`config.mk`:
```
export PLATFORM = sky130hd
export DESIGN_NAME = rf2d_ctrl_flat
export DESIGN_NICKNAME = d
export VERILOG_FILES = /design/src/sv/rf2d_pkg.sv /design/src/sv/rf2d_in_if.sv /design/src/sv/rf2d_out_if.sv /design/src/sv/rf2d_ctrl.sv /design/src/flat_wrapper.sv
export SDC_FILE = /design/constraint.sdc
export NUM_CORES = 1
export LEC_CHECK = 0
export BUFFER_PORTS_ARGS = -buffer_cell sky130_fd_sc_hd__buf_4
export CAP_MARGIN = 30
export CORE_UTILIZATION = 40
export CTS_BUF_LIST = sky130_fd_sc_hd__clkbuf_8
export DETAILED_ROUTE_END_ITERATION = 10
export PLACE_DENSITY_LB_ADDON = 0.05
export SLEW_MARGIN = 15
export SYNTH_ARGS = -nofsm -noshare
export SYNTH_HDL_FRONTEND = slang
export SYNTH_SLANG_ARGS = --single-unit
```
`constraint.sdc`:
```
create_clock -name clk -period 7.4 [get_ports clk]
set_clock_uncertainty 0.15 [all_clocks]
set_input_delay 0.74 -clock clk [delete_from_list [all_inputs] [get_ports clk]]
set_output_delay 0.74 -clock clk [all_outputs]
set_load 0.02 [all_outputs]
```
`src/sv/rf2d_pkg.sv`:
```
// Shared constants, register codes and control type for the 2D FFT unit.
`default_nettype none
package rf2d_pkg;

  localparam int MAX_LOG_SIZE = 6;
  localparam int SAMPLE_BITS  = 32;
  localparam int TWIDDLE_BITS = 18;

  localparam int LOG_BITS     = 3;
  localparam int RESULT_BITS  = 32;
  localparam int CFG_IDX_BITS = 2;
  localparam int CFG_BITS     = 3;

  localparam logic [CFG_IDX_BITS-1:0] REG_LOG_WIDTH  = 2'd0;
  localparam logic [CFG_IDX_BITS-1:0] REG_LOG_HEIGHT = 2'd1;
  localparam logic [CFG_IDX_BITS-1:0] REG_DIRECTION  = 2'd2;

  // command from the controller to the transform engine
  typedef struct packed {
    logic                start;
    logic                busy;
    logic                direction;
    logic [LOG_BITS-1:0] lw;
    logic [LOG_BITS-1:0] lh;
  } eng_cmd_t;

endpackage
`default_nettype wire

```
`src/sv/rf2d_in_if.sv`:
```
// Input channel: load or read request beats.
`default_nettype none
interface rf2d_in_if;
  logic        valid;
  logic        ready;
  logic        mode;
  logic [31:0] sample_real;
  logic [31:0] sample_imag;

  modport source (output valid, mode, sample_real, sample_imag, input ready);
  modport sink   (input valid, mode, sample_real, sample_imag, output ready);
endinterface
`default_nettype wire

```
`src/sv/rf2d_out_if.sv`:
```
// Result channel: transformed elements in row-major order.
`default_nettype none
interface rf2d_out_if;
  logic        valid;
  logic        ready;
  logic [31:0] result_real;
  logic [31:0] result_imag;
  logic        last;

  modport source (output valid, result_real, result_imag, last, input ready);
  modport sink   (input valid, result_real, result_imag, last, output ready);
endinterface
`default_nettype wire

```
`src/sv/rf2d_ctrl.sv`:
```
// Load/read sequencing, configuration registers and result register.
`default_nettype none
module rf2d_ctrl #(
  parameter int MAX_LOG_SIZE = rf2d_pkg::MAX_LOG_SIZE,
  parameter int SAMPLE_BITS  = rf2d_pkg::SAMPLE_BITS
) (
  input  wire logic                                clk,
  input  wire logic                                rst_n,
  rf2d_in_if.sink                                  in_ch,
  rf2d_out_if.source                               out_ch,
  input  wire logic                                cfg_we,
  input  wire logic [rf2d_pkg::CFG_IDX_BITS-1:0]   cfg_index,
  input  wire logic [rf2d_pkg::CFG_BITS-1:0]       cfg_data,
  output rf2d_pkg::eng_cmd_t                       cmd,
  input  wire logic                                eng_done,
  output logic                                     st_we,
  output logic [2*MAX_LOG_SIZE-1:0]                st_waddr,
  output logic [2*SAMPLE_BITS-1:0]                 st_wdata,
  output logic [2*MAX_LOG_SIZE-1:0]                st_raddr,
  input  wire logic [2*SAMPLE_BITS-1:0]            st_rdata
);

  localparam int AW  = 2 * MAX_LOG_SIZE;
  localparam int CW  = 2 * MAX_LOG_SIZE + 1;
  localparam int SB  = SAMPLE_BITS;
  localparam int LBW = rf2d_pkg::LOG_BITS;
  localparam int RB  = rf2d_pkg::RESULT_BITS;

  localparam logic signed [63:0] SAT_HI = (64'sd1 <<< (SB - 1)) - 64'sd1;
  localparam logic signed [63:0] SAT_LO = -(64'sd1 <<< (SB - 1));

  localparam logic [1:0] PH_LOAD = 2'd0;
  localparam logic [1:0] PH_BUSY = 2'd1;
  localparam logic [1:0] PH_READ = 2'd2;

  function automatic logic [LBW-1:0] clamp_log(input logic [LBW-1:0] v);
    if (v == '0) return LBW'(1);
    if (int'(v) > MAX_LOG_SIZE) return LBW'(MAX_LOG_SIZE);
    return v;
  endfunction

  function automatic logic [SB-1:0] sat_in(input logic [31:0] v);
    logic signed [63:0] w;
    w = 64'($signed(v));
    if (w > SAT_HI) w = SAT_HI;
    if (w < SAT_LO) w = SAT_LO;
    return SB'(w);
  endfunction

  logic [1:0]      phase_r;
  logic [CW-1:0]   load_idx_r, read_idx_r;
  logic [LBW-1:0]  lw_r, lh_r, run_lw_r, run_lh_r;
  logic            dir_r;
  logic            start_r;
  logic            rd_pend_r, last_pend_r;
  logic            out_valid_r, out_last_r;
  logic [RB-1:0]   out_re_r, out_im_r;

  logic            fire, is_load, is_read;
  logic [CW-1:0]   total_load, total_run, load_inc, read_inc;
  logic            read_last;
  logic signed [SB-1:0] rd_re, rd_im;

  assign in_ch.ready = (phase_r != PH_BUSY) && !rd_pend_r && (!out_valid_r || out_ch.ready);
  assign fire    = in_ch.valid && in_ch.ready;
  assign is_load = fire && !in_ch.mode && (phase_r == PH_LOAD);
  assign is_read = fire && in_ch.mode && (phase_r == PH_READ);

  assign total_load = CW'(1) << ({1'b0, lw_r} + {1'b0, lh_r});
  assign total_run  = CW'(1) << ({1'b0, run_lw_r} + {1'b0, run_lh_r});
  assign load_inc   = load_idx_r + 1'b1;
  assign read_inc   = read_idx_r + 1'b1;
  assign read_last  = (read_inc >= total_run);

  assign st_we    = is_load && (load_idx_r < total_load);
  assign st_waddr = load_idx_r[AW-1:0];
  assign st_wdata = {sat_in(in_ch.sample_real), sat_in(in_ch.sample_imag)};
  assign st_raddr = read_idx_r[AW-1:0];

  assign cmd.start     = start_r;
  assign cmd.busy      = (phase_r == PH_BUSY);
  assign cmd.direction = dir_r;
  assign cmd.lw        = run_lw_r;
  assign cmd.lh        = run_lh_r;

  assign rd_re = st_rdata[2*SB-1:SB];
  assign rd_im = st_rdata[SB-1:0];

  assign out_ch.valid       = out_valid_r;
  assign out_ch.result_real = out_re_r;
  assign out_ch.result_imag = out_im_r;
  assign out_ch.last        = out_last_r;

  always_ff @(posedge clk) begin
    if (!rst_n) begin
      phase_r     <= PH_LOAD;
      load_idx_r  <= '0;
      read_idx_r  <= '0;
      lw_r        <= clamp_log(LBW'(6));
      lh_r        <= clamp_log(LBW'(6));
      dir_r       <= 1'b0;
      run_lw_r    <= LBW'(1);
      run_lh_r    <= LBW'(1);
      start_r     <= 1'b0;
      rd_pend_r   <= 1'b0;
      out_valid_r <= 1'b0;
    end else begin
      start_r   <= 1'b0;
      rd_pend_r <= is_read;
      if (cfg_we) begin
        case (cfg_index)
          rf2d_pkg::REG_LOG_WIDTH:  lw_r  <= clamp_log(cfg_data);
          rf2d_pkg::REG_LOG_HEIGHT: lh_r  <= clamp_log(cfg_data);
          rf2d_pkg::REG_DIRECTION:  dir_r <= cfg_data[0];
          default: ;
        endcase
      end
      if (is_load) begin
        load_idx_r <= load_inc;
        // the last beat, or one past the count (dropped), starts the transform
        if (load_inc >= total_load) begin
          run_lw_r <= lw_r;
          run_lh_r <= lh_r;
          start_r  <= 1'b1;
          phase_r  <= PH_BUSY;
        end
      end
      if (eng_done) begin
        phase_r    <= PH_READ;
        read_idx_r <= '0;
      end
      if (is_read) begin
        if (read_last) begin
          phase_r    <= PH_LOAD;
          load_idx_r <= '0;
          read_idx_r <= '0;
        end else begin
          read_idx_r <= read_inc;
        end
      end
      if (rd_pend_r) begin
        out_valid_r <= 1'b1;
      end else if (out_ch.ready) begin
        out_valid_r <= 1'b0;
      end
    end
  end

  always_ff @(posedge clk) begin
    if (is_read) last_pend_r <= read_last;
    if (rd_pend_r) begin
      out_re_r   <= RB'(rd_re);
      out_im_r   <= RB'(rd_im);
      out_last_r <= last_pend_r;
    end
  end

`ifndef SYNTHESIS
  a_start_busy: assert property (@(posedge clk) disable iff (!rst_n)
    start_r |-> phase_r == PH_BUSY)
    else $error("transform started outside busy phase");
  a_done_busy: assert property (@(posedge clk) disable iff (!rst_n)
    eng_done |-> phase_r == PH_BUSY)
    else $error("engine done while not busy");
  a_no_accept_busy: assert property (@(posedge clk) disable iff (!rst_n)
    in_ch.ready |-> phase_r != PH_BUSY)
    else $error("input ready during transform");
  a_read_lands: assert property (@(posedge clk) disable iff (!rst_n)
    rd_pend_r |=> out_valid_r)
    else $error("store read did not reach result register");
`endif

endmodule
`default_nettype wire

```
`src/flat_wrapper.sv`:
```
// flat-port wrapper written by rule: the top's interface ports become plain ports
module rf2d_ctrl_flat 
#(
  parameter int MAX_LOG_SIZE = rf2d_pkg::MAX_LOG_SIZE,
  parameter int SAMPLE_BITS  = rf2d_pkg::SAMPLE_BITS
)
  (clk, rst_n, cfg_we, cfg_index, cfg_data, cmd, eng_done, st_we, st_waddr, st_wdata, st_raddr, st_rdata, in_ch_valid, in_ch_mode, in_ch_sample_real, in_ch_sample_imag, in_ch_ready, out_ch_valid, out_ch_result_real, out_ch_result_imag, out_ch_last, out_ch_ready);
  rf2d_in_if in_ch_i ();
  rf2d_out_if out_ch_i ();
  input  wire logic clk;
  input  wire logic rst_n;
  input  wire logic cfg_we;
  input  wire logic [rf2d_pkg::CFG_IDX_BITS-1:0] cfg_index;
  input  wire logic [rf2d_pkg::CFG_BITS-1:0] cfg_data;
  output rf2d_pkg::eng_cmd_t cmd;
  input  wire logic eng_done;
  output logic st_we;
  output logic [2*MAX_LOG_SIZE-1:0] st_waddr;
  output logic [2*SAMPLE_BITS-1:0] st_wdata;
  output logic [2*MAX_LOG_SIZE-1:0] st_raddr;
  input  wire logic [2*SAMPLE_BITS-1:0] st_rdata;
  input wire logic [$bits(in_ch_i.valid)-1:0] in_ch_valid;
  input wire logic [$bits(in_ch_i.mode)-1:0] in_ch_mode;
  input wire logic [$bits(in_ch_i.sample_real)-1:0] in_ch_sample_real;
  input wire logic [$bits(in_ch_i.sample_imag)-1:0] in_ch_sample_imag;
  output wire logic [$bits(in_ch_i.ready)-1:0] in_ch_ready;
  output wire logic [$bits(out_ch_i.valid)-1:0] out_ch_valid;
  output wire logic [$bits(out_ch_i.result_real)-1:0] out_ch_result_real;
  output wire logic [$bits(out_ch_i.result_imag)-1:0] out_ch_result_imag;
  output wire logic [$bits(out_ch_i.last)-1:0] out_ch_last;
  input wire logic [$bits(out_ch_i.ready)-1:0] out_ch_ready;
  assign in_ch_i.valid = in_ch_valid;
  assign in_ch_i.mode = in_ch_mode;
  assign in_ch_i.sample_real = in_ch_sample_real;
  assign in_ch_i.sample_imag = in_ch_sample_imag;
  assign in_ch_ready = in_ch_i.ready;
  assign out_ch_valid = out_ch_i.valid;
  assign out_ch_result_real = out_ch_i.result_real;
  assign out_ch_result_imag = out_ch_i.result_imag;
  assign out_ch_last = out_ch_i.last;
  assign out_ch_i.ready = out_ch_ready;
  rf2d_ctrl #(.MAX_LOG_SIZE(MAX_LOG_SIZE), .SAMPLE_BITS(SAMPLE_BITS)) u_core (.clk(clk), .rst_n(rst_n), .in_ch(in_ch_i), .out_ch(out_ch_i), .cfg_we(cfg_we), .cfg_index(cfg_index), .cfg_data(cfg_data), .cmd(cmd), .eng_done(eng_done), .st_we(st_we), .st_waddr(st_waddr), .st_wdata(st_wdata), .st_raddr(st_raddr), .st_rdata(st_rdata));
endmodule
```
**Word-level counts from Yosys, hierarchy flattened**

Cells that the tools add are included.

- $add $sub $neg: 4
- Multipliers: 0
- Div/mod/pow operators: 0
- Order comparisons: 8
- Equal/unequal tests: 5
- Shift-type cells: 2
- Muxes and demuxes: 40
- Bitwise logic cells: 0
- Reduce and logical (&&, ||, !) cells: 22

Operators with widths:

| kind | number |
|---|---|
| 64-bit by 32-bit less-than comparator with 1-bit output (second input constant) | 2 |
| 64-bit two-way mux | 2 |
| 13-bit two-way mux | 6 |
| 32-bit > comparator (second input constant) | 2 |
| 32-bit two-way mux | 2 |
| 13-bit by 1-bit adder with 13-bit output (second input constant) | 2 |
| 13-bit greater-or-equal comparator | 2 |
| 1-bit by 4-bit << shifter with 13-bit output (first input constant) | 2 |
| 1-bit two-way mux | 19 |
| 3-bit two-way mux | 6 |
| 13-bit less-than comparator | 1 |
| 2-bit two-way mux | 5 |
| 2-bit AND reduction | 5 |
| 3-bit by 3-bit adder with 4-bit output | 2 |
| 1-bit logical AND | 8 |
| 2-bit by 1-bit == test with 1-bit output (second input constant) | 2 |
| 2-bit == test (second input constant) | 2 |
| 2-bit logical NOT | 2 |
| 2-bit nonzero test | 2 |
| 3-bit > comparator (second input constant) | 1 |
| 1-bit logical NOT | 3 |
| 3-bit logical NOT | 1 |
| 2-bit by 1-bit inequality test with 1-bit output (second input constant) | 1 |
| 1-bit logical OR | 1 |

- Bits in registers: 110
- Latch bits: 0
- Bits in writable memories: 0
- Bits in read-only memories: 0
- Input bits: 140
- Output and inout bits: 165
- Word-level logic and storage cells: 96
- Memories kept: 0

**Logic depth before layout (Yosys ltp)**

- Depth after elaboration: 11
- Mapped depth: 15
- Mapped depth without buffers: 13

**Worst setup path after synthesis**

No wires, ideal clock.

- Path kind: flip-flop to output port
- From: register u_core.lh_r[0]
- To: output st_we
- Data arrival time: 2.579 ns
- Slack: 3.931 ns
- Stages on the path, launching flop included: 14
- Path through: dfxtp_1 -> ha_1 -> inv_1 -> fa_1 -> xor2_1 -> and2_1 -> nand3_1 -> ha_1 -> nor2b_1 -> o21a_1 -> o21ai_0 -> a211o_1 -> a21oi_1 -> nor2_1

- Cells in the longest elaborated chain, start to end: 4

RTL lines:

| element | line | RTL |
|---|---|---|
| from (decl) | rf2d_ctrl.sv:52 | `logic [LBW-1:0] lw_r, lh_r, run_lw_r, run_lh_r;` |
| from (signal assigned) | rf2d_ctrl.sv:100 | `lh_r <= clamp_log(LBW'(6));` |
| from (signal assigned) | rf2d_ctrl.sv:113 | `rf2d_pkg::REG_LOG_HEIGHT: lh_r <= clamp_log(cfg_data);` |
| 3-bit by 3-bit adder with 4-bit output | rf2d_ctrl.sv:69 | `assign total_load = CW'(1) << ({1'b0, lw_r} + {1'b0, lh_r});` |
| 1-bit by 4-bit << shifter with 13-bit output | rf2d_ctrl.sv:69 |  |
| 13-bit less-than comparator | rf2d_ctrl.sv:75 | `assign st_we = is_load && (load_idx_r < total_load);` |
| 1-bit logical AND | rf2d_ctrl.sv:75 |  |
| to (decl) | flat_wrapper.sv:17 | `output logic st_we;` |

No other way between the ends.

**Final worst setup path**

Same ends and word-level chain as after synthesis.

==> impl_summary.md <==
STA
The worst pin sits at a relative slew slack of between 30% and 40%. The timing-limited maximum frequency is between 200 and 250 MHz. Setup violations remaining at the end of the flow were counted as 0. For the finished layout, the period the worst path requires is 4.131 ns. The summed negative setup slack over all endpoints is 0 ns. The post-route clock period utilization is 55.82%. The final max-slew violation count is 0. The slew at the pin with the worst max-slew slack is around 0.90 ns. Setup repair after global routing left no endpoint under its margin. The final hold violation count is 0. The final worst setup slack is between 3 and 4 ns.

Finish
The total number of nets in the final design is 830. The layout-stage area growth over the synthesis result is 22.07%. After filler insertion, the fill cell instance count of the layout stands at 1298. The final antenna diode count is 0.

Summing all multi-input logic gate instances after layout gives approximately 2300 um^2. The final cell count without fillers is between 800 and 900. Summing all flip-flop and latch instances after layout gives roughly 2900 um^2. The post-route netlist has approximately 32% of its cells at a drive strength greater than 1.

Clock tree
Buffers inserted during clock tree synthesis total 9. Hold repair after CTS inserted 0 buffers. The clock latency of the later-clocked register in the worst-skew pair is between 0.3 and 0.4 ns. Gates resized during post-CTS repair numbered 0.

The clock transition at the register clock pins on the worst setup and hold paths after CTS is 0.10 ns. The H-tree level count is 3. The number of sinks on the clock net is 110. The cell sitting at the root of the clock tree is a clkbuf_8. In this run the deepest clock path goes through 2 buffers. The number of buffers added for setup after CTS is 0. TritonCTS built the clock tree.

Placement
The post-place setup slack is between 3 and 4 ns. Detailed placement finished with a half-perimeter wire length of ~10000 um. The routability-driven placement congestion ratio is 0.8122. Input and output buffers added on the ports amount to ~180. Once placement completed, the tool counted placed cells totaling between 800 and 900.

Logic synthesis
The number of register bits inferred by synthesis is 110. For this run, the register share of the synthesized area comes to between 40% and 50%. After synthesis, the netlist uses between 50 and 60 different library cells. The most frequent cell after synthesis is clkbuf_1. The cell type with the largest total area after synthesis is edfxtp_1.

By area the synthesized netlist is led by edfxtp_1, dfxtp_1, ha_1, clkbuf_1, buf_4. The prevailing post-synth register cell is edfxtp_1. The cell count after synthesis is approximately 560. Counting every net in the synthesized netlist gives roughly 750. By count the netlist is led by clkbuf_1, edfxtp_1, nand2_1. For this run, asynchronously set or reset flops after synthesis account for 0%.

The number of enable flip-flop cells after synthesis is 66. The mapped netlist covers between 5000 and 6000 um^2. Averaged over all synthesized cells, the footprint is around 10 um^2. The total of warnings raised by yosys is 0.

In this run the biggest area consumer among cell types represents approximately 35% of the synthesized area.

Outcome
The run finished with clean final reports.

Detailed routing
The vias after detailed routing is 4155. The final antenna-violating net count is 0. After detailed routing, the average wire length per cell comes to between 15 and 20 um. In this run, the number of DRC markers left after iteration 0 of detailed routing was around 270. The number of remaining DRC errors is 0. The first TritonRoute pass finished after 4 iterations. Summed over all layers, the routed wires come to ~14000 um.

The average via count per standard cell is ~5.0.

Floorplan
The die boundary height is 121.7 um. The die is between 100 and 150 um wide. For this configuration, the core starts out at a cell density of a little over 40%. The die covers roughly 15000 um^2. The core footprint is between 10000 and 15000 um^2. The I/O pin count is roughly 300. The cell row count is between 40 and 50.

Worst setup path
The arrival time of the worst setup path is 3.24 ns. The kind of critical path is reg2out. STA puts the critical path data required time at approximately 6.5 ns. The element type at the critical path start is a flip-flop. The start of the worst register-to-register path is u_core.read_idx_r[0]. The flop-to-flop setup slack is between 3 and 4 ns.

The cell count of the worst reg-to-reg path is 13. The endpoint of the most critical register-to-register path is u_core.read_idx_r[2]. STA classifies the critical path endpoint as a primary output.

In this run the worst path has a maximum fanout of 4.

Global routing
The number of antenna violations at the first check in global routing is 0. The aggregate global routing overflow is 0. The number of global-route vias before repair is 3880. The first global-routing pass estimated just over 20000 um of wire. Across every metal layer, demand over resource in global routing totals approximately 18%. Entering global routing, the biggest net connects 73 pins.

Min path
Along the worst hold path, the cell count comes to 0. In this run the worst hold path is classified as reg2reg. The startpoint of the worst hold path is u_core.last_pend_r. The hold path endpoint is u_core.out_ch.last.

Power and ir drop
Power spread over the standard cell area amounts to approximately 170 nW/um^2. Across the VDD grid, the largest voltage drop is about 0.072 mV. The analysis attributes to cell leakage a power of around 3.1 nW.

Run
The count of max-cap constraint violations is 0.
metrics by stage:
stage	cell area (um^2)	power, mW	hold slack, ns	util (%)
after detailed placement	6783	0.8752	0.2617	48.68
after floorplan	5732	0.8401	0.2503	-
after global routing	6997	1.273	0.3027	50.21
after global placement	6783	0.8723	0.2603	48.68
final	6997	1.213	0.2826	50.21
after CTS	6969	1.229	0.2869	50.01
cell type report:
cell class | count | share of cell area [%]
clock inverters | 5 | 0.5007
inverters | 8 | 0.4292
flip-flops and latches | 110 | 40.97
clock buffers | 11 | 2.164
repair buffers | 178 | 19.38
multi-input cells | 334 | 33.33
well taps | 180 | 3.219
flip-flops by register name (all words and copies together), names as in the netlist:
name / cells
u_core.lw_r: 3
u_core.out_ch.result_imag: 32
u_core.rd_pend_r: 1
u_core.start_r: 1
u_core.dir_r: 1
u_core.out_ch.result_real: 32
u_core.out_ch.last: 1
u_core.load_idx_r: 13
u_core.phase_r: 2
u_core.run_lh_r: 3
u_core.out_ch.valid: 1
u_core.run_lw_r: 3
u_core.last_pend_r: 1
u_core.read_idx_r: 13
u_core.lh_r: 3
per-layer routing:
metal  part of all wire [%]  routed length (um)  up-vias  track usage, %
met5                      0                   0        -           1.736
met4                    1.6                 223        0           6.481
met3                     11                1440       31           6.976
met2                     46                6361      199           29.26
met1                     41                5675     1881           21.87
li1                       -                   -     2044               -
critical path: stages (launching register included):
cell and delay (ns):
dfxtp_1 0.38, ha_1 0.19, inv_1 0.06, fa_1 0.41, xor2_1 0.24, and2_1 0.22
nand3_1 0.12, ha_1 0.29, nor2b_1 0.12, o21a_1 0.12, o21ai_0 0.07, a211o_1 0.28
a21oi_1 0.16, nor2_1 0.06, buf_4 0.15
power breakdown:
group	total, mW	internal (mW)	switching (mW)
sequential	0.672	0.663	0.00927
clock	0.352	0.142	0.210
combinational	0.189	0.0885	0.100
cells by family after synthesis:
kind of cell               after synthesis  share of synthesized area (%)
xor gates and xnor gates                35                          5.348
and+or+nand+nor                        180                          15.83
AOI/OAI and AO/OA                       63                          7.313
adders and majority gates               49                          10.96
muxes                                    7                          1.244
DFF                                    110                          49.95
buffers and inverters                  112                          9.365
cells in the final DEF, fill, tap and decap left out, types with 4 or more instances in the layout:
cell,instances
a21o_1,7
a21oi_1,17
a22o_1,5
and2_1,6
and3_1,8
buf_4,177
clkbuf_8,11
dfxtp_1,43
edfxtp_1,66
ha_1,47
inv_1,9
mux2i_1,6
nand2_1,50
nand3_1,26
nand3b_1,4
nand4_1,12
nor2_1,42
nor2b_1,5
nor3_1,5
nor4_1,4
o21a_1,4
o21ai_0,14
or2_2,4
xnor2_1,17
xor2_1,18
how the worst max path moves through the flow:
stage | startpoint | to | slack (ns)
floorplan | u_core.lh_r[0] | st_we | 3.93
global placement | u_core.lh_r[0] | st_we | 3.72
detailed placement | u_core.read_idx_r[0] | u_core.read_idx_r[4] | 3.60
CTS | u_core.lh_r[0] | st_we | 3.24
global route | u_core.lh_r[0] | st_we | 3.03
finish | u_core.lh_r[0] | st_we | 3.27
Note: power is estimated with default switching activity, not from simulation.
